`src/sv/kil_pkg.sv`:
```
// Shared types and constants for the keyword/identifier lexer.
// No dependencies; used by kil_lex, kil_tok_fifo and the top level.
package kil_pkg;

  typedef enum logic [4:0] {
    TOK_HASH   = 5'd0,
    TOK_BEGIN  = 5'd1,
    TOK_IF     = 5'd2,
    TOK_THEN   = 5'd3,
    TOK_WHILE  = 5'd4,
    TOK_DO     = 5'd5,
    TOK_END    = 5'd6,
    TOK_ID     = 5'd7,
    TOK_NUM    = 5'd8,
    TOK_ADD    = 5'd9,
    TOK_SUB    = 5'd10,
    TOK_MUL    = 5'd11,
    TOK_DIV    = 5'd12,
    TOK_ASSIGN = 5'd13,
    TOK_LT     = 5'd14,
    TOK_NE     = 5'd15,
    TOK_LE     = 5'd16,
    TOK_GT     = 5'd17,
    TOK_GE     = 5'd18,
    TOK_EQ     = 5'd19,
    TOK_SEMI   = 5'd20,
    TOK_LPAREN = 5'd21,
    TOK_RPAREN = 5'd22,
    TOK_ERROR  = 5'd23
  } tok_type_e;

  typedef enum logic [2:0] {
    MODE_IDLE  = 3'd0,
    MODE_WORD  = 3'd1,
    MODE_NUM   = 3'd2,
    MODE_COLON = 3'd3,
    MODE_LT    = 3'd4,
    MODE_GT    = 3'd5
  } lex_mode_e;

  typedef struct packed {
    tok_type_e  ttype;
    logic [6:0] len;
  } tok_t;

  // Tokens produced by one character: count is 0, 1 or 2, tok0 goes out first.
  typedef struct packed {
    logic [1:0] count;
    tok_t       tok0;
    tok_t       tok1;
  } lex_out_t;

  typedef struct packed {
    tok_t tok;
    logic last;
  } tok_entry_t;

  localparam int unsigned FifoDepth = 4;
  localparam int unsigned PrefixChars = 5;

  // Keyword spellings with the first character in the low byte.
  localparam logic [39:0] KwBegin = 40'h6E69676562;
  localparam logic [39:0] KwIf    = 40'h0000006669;
  localparam logic [39:0] KwThen  = 40'h006E656874;
  localparam logic [39:0] KwWhile = 40'h656C696877;
  localparam logic [39:0] KwDo    = 40'h0000006F64;
  localparam logic [39:0] KwEnd   = 40'h0000646E65;

  localparam logic [7:0] ChColon  = 8'h3A;
  localparam logic [7:0] ChLt     = 8'h3C;
  localparam logic [7:0] ChGt     = 8'h3E;
  localparam logic [7:0] ChEq     = 8'h3D;
  localparam logic [7:0] ChPlus   = 8'h2B;
  localparam logic [7:0] ChMinus  = 8'h2D;
  localparam logic [7:0] ChStar   = 8'h2A;
  localparam logic [7:0] ChSlash  = 8'h2F;
  localparam logic [7:0] ChSemi   = 8'h3B;
  localparam logic [7:0] ChLparen = 8'h28;
  localparam logic [7:0] ChRparen = 8'h29;
  localparam logic [7:0] ChHash   = 8'h23;

endpackage

```
`src/sv/kil_lex.sv`:
```
// Lexer state registers and the per-character transition logic.
// Depends on kil_pkg.
module kil_lex #(
  parameter int unsigned LEN_CAP = 127
) (
  input  logic              clk,
  input  logic              rst,
  input  logic              advance,
  input  logic [7:0]        ch,
  output kil_pkg::lex_out_t lex_out
);

  kil_pkg::lex_mode_e mode, mode_next;
  logic [6:0]  word_length, word_length_next;
  logic [39:0] word_prefix, word_prefix_next;

  logic is_space, is_digit, is_alpha;
  logic hold, consumed, fresh_emit;
  kil_pkg::tok_t pend_tok, fresh_tok;
  logic          pend_emit;
  kil_pkg::tok_type_e word_type;

  assign is_space = (ch == 8'd32) || (ch >= 8'd9 && ch <= 8'd13);
  assign is_digit = (ch >= 8'd48) && (ch <= 8'd57);
  assign is_alpha = (ch >= 8'd65 && ch <= 8'd90) || (ch >= 8'd97 && ch <= 8'd122);

  // Prefix bytes past the word length are always zero, so a full compare works.
  always_comb begin
    word_type = kil_pkg::TOK_ID;
    if (word_length == 7'd5 && word_prefix == kil_pkg::KwBegin) begin
      word_type = kil_pkg::TOK_BEGIN;
    end else if (word_length == 7'd2 && word_prefix == kil_pkg::KwIf) begin
      word_type = kil_pkg::TOK_IF;
    end else if (word_length == 7'd4 && word_prefix == kil_pkg::KwThen) begin
      word_type = kil_pkg::TOK_THEN;
    end else if (word_length == 7'd5 && word_prefix == kil_pkg::KwWhile) begin
      word_type = kil_pkg::TOK_WHILE;
    end else if (word_length == 7'd2 && word_prefix == kil_pkg::KwDo) begin
      word_type = kil_pkg::TOK_DO;
    end else if (word_length == 7'd3 && word_prefix == kil_pkg::KwEnd) begin
      word_type = kil_pkg::TOK_END;
    end
  end

  // Token that ends with this character, or that this character closes.
  always_comb begin
    hold      = 1'b0;
    consumed  = 1'b0;
    pend_emit = 1'b0;
    pend_tok  = '{ttype: kil_pkg::TOK_ERROR, len: 7'd1};
    unique case (mode)
      kil_pkg::MODE_WORD: begin
        if (is_alpha || is_digit) begin
          hold = 1'b1;
        end else begin
          pend_emit = 1'b1;
          pend_tok  = '{ttype: word_type, len: word_length};
        end
      end
      kil_pkg::MODE_NUM: begin
        if (is_digit) begin
          hold = 1'b1;
        end else begin
          pend_emit = 1'b1;
          pend_tok  = '{ttype: kil_pkg::TOK_NUM, len: word_length};
        end
      end
      kil_pkg::MODE_COLON: begin
        pend_emit = 1'b1;
        if (ch == kil_pkg::ChEq) begin
          consumed = 1'b1;
          pend_tok = '{ttype: kil_pkg::TOK_ASSIGN, len: 7'd2};
        end
      end
      kil_pkg::MODE_LT: begin
        pend_emit = 1'b1;
        if (ch == kil_pkg::ChEq) begin
          consumed = 1'b1;
          pend_tok = '{ttype: kil_pkg::TOK_LE, len: 7'd2};
        end else if (ch == kil_pkg::ChGt) begin
          consumed = 1'b1;
          pend_tok = '{ttype: kil_pkg::TOK_NE, len: 7'd2};
        end else begin
          pend_tok = '{ttype: kil_pkg::TOK_LT, len: 7'd1};
        end
      end
      kil_pkg::MODE_GT: begin
        pend_emit = 1'b1;
        if (ch == kil_pkg::ChEq) begin
          consumed = 1'b1;
          pend_tok = '{ttype: kil_pkg::TOK_GE, len: 7'd2};
        end else begin
          pend_tok = '{ttype: kil_pkg::TOK_GT, len: 7'd1};
        end
      end
      default: begin
      end
    endcase
  end

  // Next state and the token this character makes on its own.
  always_comb begin
    mode_next        = kil_pkg::MODE_IDLE;
    word_length_next = '0;
    word_prefix_next = '0;
    fresh_emit       = 1'b0;
    fresh_tok        = '{ttype: kil_pkg::TOK_ERROR, len: 7'd1};
    if (hold) begin
      mode_next        = mode;
      word_prefix_next = word_prefix;
      if (word_length < 7'(kil_pkg::PrefixChars)) begin
        word_prefix_next = word_prefix | (40'(ch) << {word_length[2:0], 3'b000});
      end
      word_length_next = (word_length < 7'(LEN_CAP)) ? word_length + 7'd1 : word_length;
    end else if (!consumed && !is_space) begin
      if (is_alpha) begin
        mode_next        = kil_pkg::MODE_WORD;
        word_length_next = 7'd1;
        word_prefix_next = 40'(ch);
      end else if (is_digit) begin
        mode_next        = kil_pkg::MODE_NUM;
        word_length_next = 7'd1;
      end else begin
        case (ch)
          kil_pkg::ChColon: mode_next = kil_pkg::MODE_COLON;
          kil_pkg::ChLt:    mode_next = kil_pkg::MODE_LT;
          kil_pkg::ChGt:    mode_next = kil_pkg::MODE_GT;
          default: begin
            fresh_emit = 1'b1;
            case (ch)
              kil_pkg::ChPlus:   fresh_tok.ttype = kil_pkg::TOK_ADD;
              kil_pkg::ChMinus:  fresh_tok.ttype = kil_pkg::TOK_SUB;
              kil_pkg::ChStar:   fresh_tok.ttype = kil_pkg::TOK_MUL;
              kil_pkg::ChSlash:  fresh_tok.ttype = kil_pkg::TOK_DIV;
              kil_pkg::ChEq:     fresh_tok.ttype = kil_pkg::TOK_EQ;
              kil_pkg::ChSemi:   fresh_tok.ttype = kil_pkg::TOK_SEMI;
              kil_pkg::ChLparen: fresh_tok.ttype = kil_pkg::TOK_LPAREN;
              kil_pkg::ChRparen: fresh_tok.ttype = kil_pkg::TOK_RPAREN;
              kil_pkg::ChHash:   fresh_tok.ttype = kil_pkg::TOK_HASH;
              default:           fresh_tok.ttype = kil_pkg::TOK_ERROR;
            endcase
          end
        endcase
      end
    end
  end

  always_comb begin
    lex_out.count = {1'b0, pend_emit} + {1'b0, fresh_emit};
    lex_out.tok0  = pend_emit ? pend_tok : fresh_tok;
    lex_out.tok1  = fresh_tok;
  end

  always_ff @(posedge clk) begin
    if (rst) begin
      mode        <= kil_pkg::MODE_IDLE;
      word_length <= '0;
      word_prefix <= '0;
    end else if (advance) begin
      mode        <= mode_next;
      word_length <= word_length_next;
      word_prefix <= word_prefix_next;
    end
  end

endmodule

```
`src/sv/kil_tok_fifo.sv`:
```
// Small token queue that takes up to two tokens a cycle and gives one.
// Depends on kil_pkg.
module kil_tok_fifo (
  input  logic                clk,
  input  logic                rst,
  input  logic                push,
  input  kil_pkg::lex_out_t   lex_out,
  input  logic                pop,
  output logic                out_valid,
  output kil_pkg::tok_entry_t out_entry,
  output logic [2:0]          count
);

  kil_pkg::tok_entry_t entries [kil_pkg::FifoDepth];
  logic [1:0] wr_ptr, rd_ptr;
  logic [1:0] push_n;
  logic       do_pop;

  assign push_n    = push ? lex_out.count : 2'd0;
  assign out_valid = (count != 3'd0);
  assign do_pop    = pop && out_valid;
  assign out_entry = entries[rd_ptr];

  always_ff @(posedge clk) begin
    if (push_n != 2'd0) begin
      entries[wr_ptr] <= '{tok: lex_out.tok0, last: (lex_out.count == 2'd1)};
    end
    if (push_n == 2'd2) begin
      entries[wr_ptr + 2'd1] <= '{tok: lex_out.tok1, last: 1'b1};
    end
  end

  always_ff @(posedge clk) begin
    if (rst) begin
      wr_ptr <= '0;
      rd_ptr <= '0;
      count  <= '0;
    end else begin
      wr_ptr <= wr_ptr + push_n;
      rd_ptr <= rd_ptr + {1'b0, do_pop};
      count  <= count + {1'b0, push_n} - {2'b00, do_pop};
    end
  end

endmodule

```
`src/sv/keyword_identifier_lexer_core.sv`:
```
// Top level of the streaming keyword/identifier lexer: input register,
// lexer step and token queue. Depends on kil_pkg, kil_lex and kil_tok_fifo.
//
//   Channel  Dir  Signals                      Beat
//   s_axis   in   tvalid tready tdata[7:0]     one character
//   m_axis   out  tvalid tready tdata tlast    one token
//
// One character is taken per cycle while the token queue has room; a token
// is offered once its closing character has passed the input register and
// been written into the queue. A character that closes two tokens fills
// two output beats, so input can stall even at one token taken per cycle.
// Reset clears the lexer state and the four-entry token queue.
// The lexer stalls whenever the queue has fewer than two free entries.
module keyword_identifier_lexer_core #(
  parameter int unsigned MAX_WORD_LEN = 127
) (
  input  logic        clk,
  input  logic        rst,
  input  logic        s_axis_tvalid,
  output logic        s_axis_tready,
  input  logic [7:0]  s_axis_tdata,   // [7:0] char_code
  output logic        m_axis_tvalid,
  input  logic        m_axis_tready,
  output logic [15:0] m_axis_tdata,   // [4:0] token_type, [11:5] token_length
  output logic        m_axis_tlast    // last
);

  localparam int unsigned LenCap = (MAX_WORD_LEN > 127) ? 127 : MAX_WORD_LEN;

  logic       in_valid;
  logic [7:0] in_char;
  logic       advance;
  logic [2:0] fifo_count;

  kil_pkg::lex_out_t   lex_out;
  kil_pkg::tok_entry_t out_entry;

  // Two free entries are needed since one character can close two tokens.
  assign advance       = in_valid && (fifo_count <= 3'(kil_pkg::FifoDepth - 2));
  assign s_axis_tready = !in_valid || advance;

  always_ff @(posedge clk) begin
    if (rst) begin
      in_valid <= 1'b0;
    end else if (s_axis_tready) begin
      in_valid <= s_axis_tvalid;
    end
  end

  always_ff @(posedge clk) begin
    if (s_axis_tready && s_axis_tvalid) begin
      in_char <= s_axis_tdata;
    end
  end

  kil_lex #(
    .LEN_CAP(LenCap)
  ) u_lex (
    .clk     (clk),
    .rst     (rst),
    .advance (advance),
    .ch      (in_char),
    .lex_out (lex_out)
  );

  kil_tok_fifo u_fifo (
    .clk       (clk),
    .rst       (rst),
    .push      (advance),
    .lex_out   (lex_out),
    .pop       (m_axis_tready),
    .out_valid (m_axis_tvalid),
    .out_entry (out_entry),
    .count     (fifo_count)
  );

  assign m_axis_tdata = {4'b0000, out_entry.tok.len, out_entry.tok.ttype};
  assign m_axis_tlast = out_entry.last;

  a_fifo_bound: assert property (@(posedge clk) disable iff (rst)
    fifo_count <= 3'(kil_pkg::FifoDepth))
    else $error("token queue overflow");

  a_pair_follows: assert property (@(posedge clk) disable iff (rst)
    (m_axis_tvalid && m_axis_tready && !m_axis_tlast) |=> m_axis_tvalid)
    else $error("second token of a character missing");

  a_room_on_advance: assert property (@(posedge clk) disable iff (rst)
    advance |-> (fifo_count <= 3'(kil_pkg::FifoDepth - 2)))
    else $error("lexer advanced without room for two tokens");

endmodule

```
`config.mk`:
```
export PLATFORM = sky130hd
export DESIGN_NAME = keyword_identifier_lexer_core
export DESIGN_NICKNAME = d
export VERILOG_FILES = /design/src/sv/kil_pkg.sv /design/src/sv/kil_lex.sv /design/src/sv/kil_tok_fifo.sv /design/src/sv/keyword_identifier_lexer_core.sv
export SDC_FILE = /design/constraint.sdc
export NUM_CORES = 1
export LEC_CHECK = 0
export ABC_AREA = 1
export BUFFER_PORTS_ARGS = -buffer_cell sky130_fd_sc_hd__clkbuf_2
export CAP_MARGIN = 20
export CORE_MARGIN = 2
export CORE_UTILIZATION = 35
export CTS_CLUSTER_DIAMETER = 200
export DETAILED_ROUTE_END_ITERATION = 7
export HOLD_SLACK_MARGIN = 0.12
export SYNTH_ARGS = -nofsm -noshare
export SYNTH_HDL_FRONTEND = slang
export SYNTH_SLANG_ARGS = --single-unit
export TNS_END_PERCENT = 1
```
`constraint.sdc`:
```
create_clock -name clk -period 3.25 [get_ports clk]
set_input_delay 0.65 -clock clk [delete_from_list [all_inputs] [get_ports clk]]
set_output_delay 0.65 -clock clk [all_outputs]
set_load 0.005 [all_outputs]
```
==> impl_results.md <==
- Status: complete, no violations
- Syn Area/Cell: 6.78 sq um
- Most frequent cells after synthesis: nand2_1, nor2_1, inv_1, nand3_1, dfxtp_1
- Slew @ Worst Pin: 804 ps
- PwrDens: 620 nW/um^2
- Hold crit path type: input pin to register
- Routed vias: 6481
- Worst Hold Depth: 1
- Min-delay src: s_axis_tdata[6]
- Clock Path Buffers: 2
- First drt pass iteration count: 5
- Antenna-violating nets left: 0
- Post-Route Skew: 10.1 ps
- Max incr delay on CP: 510 ps
- Final setup violation count: 0
- Tot GR Track Use: 19.5%
- CTS tree: done
- #FFs+latches synth: 118
- Maximum VDD drop: 0.428 mV
- Antenna violations before repair: 0
- Max Transition Viols Final: 0
- Worst path most repeated cell: nand2_1
- Pin count of the biggest net entering global routing: 45
- Worst-Skew Late Latency: 420 ps
- Die Wd: 142 microns
- Vias in the first global route: 6057
- Residual DRC: 0
- Req. time, crit path: 3550 ps
- Fraction of layout cells with a size suffix above 1: 11.9%
- Post-layout nets: 1045
- Final Hold Fails: 0
- Max FO, Critical Path: 6
- Initial Utilization: 35.5%
- Reg2Reg Setup Slack: 190 ps
- Crit. End Element: register
- Drt total wl: 19.2 mm
- Initial drt markers: 496
- Rows: 50
- Post-synthesis cell count: 978
- Placed Cells incl. Taps: 1232
- Storage element area: 2640 sq um
- Routability Congestion: 0.936
- Slew Limit Headroom: 46.2%
- Clock transition at path regs: 60 ps
- First-pass GRT wire length: 30.8 mm
- Distinct cell type count after synthesis: 45
- Multi-input combinational cell area: 3360 sq um
- PortBufs: 26
- Total CTS buffers: 17
- Max Cap Viol: 0
- N_diodes: 0
- Asr flop ratio synth: 0%
- I/O pin count: 31
- Critical Path, Cell by Cell: nor2_2 > nand4_1 > nand3_2 > nand2_2 > nand2_2 > nand2_1 > inv_2 > nand2_1 > nor4_2 > ha_1 > nand2_1 > ha_1 > inv_1 > fa_1 > xor2_1 > o21ai_0 > a21oi_1
- Synth Flop Type: dfxtp_1
- Sequential fraction of the synthesis area: 39.9%
- Final Instance Count excl. Fillers: 1269
- HPWL Detailed: 13.8 mm
- WP data arrival: 3350 ps
- Post-synthesis cell area: 6630 sq um
- Crit path launch type: register
- Drt wl/cell: 15.1 microns
- Most common cell in the netlist: nand2_1
- Overflow after GRT: 0
- Crit Path Category: register to register
- Clock Sinks: 118
- Yosys warnings: 0
- Die H: 142 microns
- Die area: 20000 sq um
- Via-per-instance ratio: 5.11
- CP bufs+invs: 2
- Minimum clock period: 3060 ps
- Final period util: 94.1%
- FF-to-FF path depth: 17
- Area growth syn-to-layout: 16.9%
- Post-synth EDFFs: 28
- Filler cells: 1983
- Critical-path top delay cell: edfxtp_1
- Place WS: 82.6 ps
- Area leader, netlist: dfxtp_1
- Worst setup margin: 193 ps
- Leakage power: 3.35 nW
- Yosys top cell area share: 27.2%
- H-tree Lvls: 4
- R2r endpoint: u_fifo.count[2]$_SDFF_PP0_
- Reg-to-Reg Start: in_char[1]$_DFFE_PP_
- Synth area leaders: dfxtp_1, edfxtp_1, nand2_1, nand3_1, nor2_1
- Root Driver: clkbuf_16
- Core outline area: 18600 sq um
- Crit path max-delay family: simple AND/OR/NAND/NOR gates
- Sink of the worst hold path: in_char[6]$_DFFE_PP_
- Fmax: 0.327 GHz
[what timing repair did]
action / in CTS / in global routing
hold buffers: 0 / 0
gates resized for setup: 0 / 9
setup endpoints to repair: 0 / 20
buffers inserted: 0 / 5
[metal layers]
layer | vias up | track usage, % | wire (microns)
met2 | 210 | 29.4 | 8430
met3 | 28 | 4.42 | 1240
met4 | 0 | 7.47 | 439
met5 | - | 0 | 0
met1 | 2958 | 27.2 | 9050
li1 | 3285 | - | -
[cells by family after synthesis]
kind of cell             count (synthesis)  share of synthesized area (%)
AND/OR/NAND/NOR                        505                           32.4
AO/OA/AOI/OAI                          175                           14.6
buffers and inverters                  162                           10.2
flip-flops                             118                           39.9
adder cells (fa/ha/maj)                 11                           2.19
XOR/XNOR                                 6                          0.793
other                                    1                         0.0566
[flip-flops by register name (all words and copies together), names as in the netlist]
register	cells
u_fifo.rd_ptr	2
u_lex.mode	3
u_lex.word_length	7
u_fifo.wr_ptr	2
u_fifo.count	3
u_fifo.entries	52
in_char	8
u_lex.word_prefix	40
in_valid	1
[power by group]
group	internal (mW)	leakage [nW]	switching [mW]
clock	1.18	0.285	0.706
sequential	1.64	0.990	0.103
combinational	0.407	2.07	0.771
total	3.22	3.35	1.58
[layout make-up]
| type | instances | area share, % |
|---|---|---|
| Sequential cell | 118 | 34.1 |
| Clock buffer | 24 | 7.06 |
| Clock inverter | 8 | 0.743 |
| Tap cell | 234 | 3.78 |
| Multi-Input combinational cell | 701 | 43.3 |
| Inverter | 124 | 6.01 |
| Timing Repair Buffer | 60 | 4.97 |
[how the worst max path moves through the flow]
stage	from	endpoint	slack, ps	depth (start not counted)
2_1_floorplan	in_char[0]$_DFFE_PP_	u_fifo.count[2]$_SDFF_PP0_	340	17
3_3_place_gp	in_char[0]$_DFFE_PP_	u_fifo.count[2]$_SDFF_PP0_	140	17
3_5_place_dp	in_char[0]$_DFFE_PP_	u_fifo.count[2]$_SDFF_PP0_	80	17
4_1_cts	in_char[0]$_DFFE_PP_	u_fifo.count[2]$_SDFF_PP0_	60	17
5_1_grt	in_char[1]$_DFFE_PP_	u_fifo.count[2]$_SDFF_PP0_	-20	17
6_report	in_char[1]$_DFFE_PP_	u_fifo.count[2]$_SDFF_PP0_	190	17
[per-stage QoR]
| stage | instance area (sq um) | utilization (%) | setup TNS (ps) | hold slack (ps) | power, mW |
|---|---|---|---|---|---|
| final | 7750 | 41.6 | 0 | 410 | 4.80 |
| after floorplan | 6640 | - | 0 | 421 | 2.54 |
| after global placement | 7070 | 37.9 | 0 | 433 | 2.92 |
| after CTS | 7670 | 41.2 | 0 | 391 | 4.82 |
| after detailed placement | 7070 | 37.9 | 0 | 437 | 2.93 |
| after global routing | 7750 | 41.6 | -18.3 | 401 | 5.06 |
[worst register-to-register path, delay by kind of cell (launching register included)]
family	cells	cell delay (ps)
and+or+nand+nor	9	1030
adders and majority gates	3	930
DFF	1	510
AOI/OAI and AO/OA	2	200
xor gates and xnor gates	1	160
buffers and inverters	2	120
[cells in the final DEF, fill, tap and decap left out, types with 21 or more instances in the layout]
cell / Yosys / layout
o21ai_0: 80 / 80
a21oi_1: 51 / 51
clkbuf_16: 0 / 21
nor2_1: 140 / 137
inv_1: 112 / 111
nand3_1: 105 / 104
dfxtp_1: 90 / 90
buf_4: 6 / 34
edfxtp_1: 28 / 28
clkbuf_2: 1 / 26
nand2_1: 219 / 219
No activity file was read; power rests on OpenSTA's default activity.
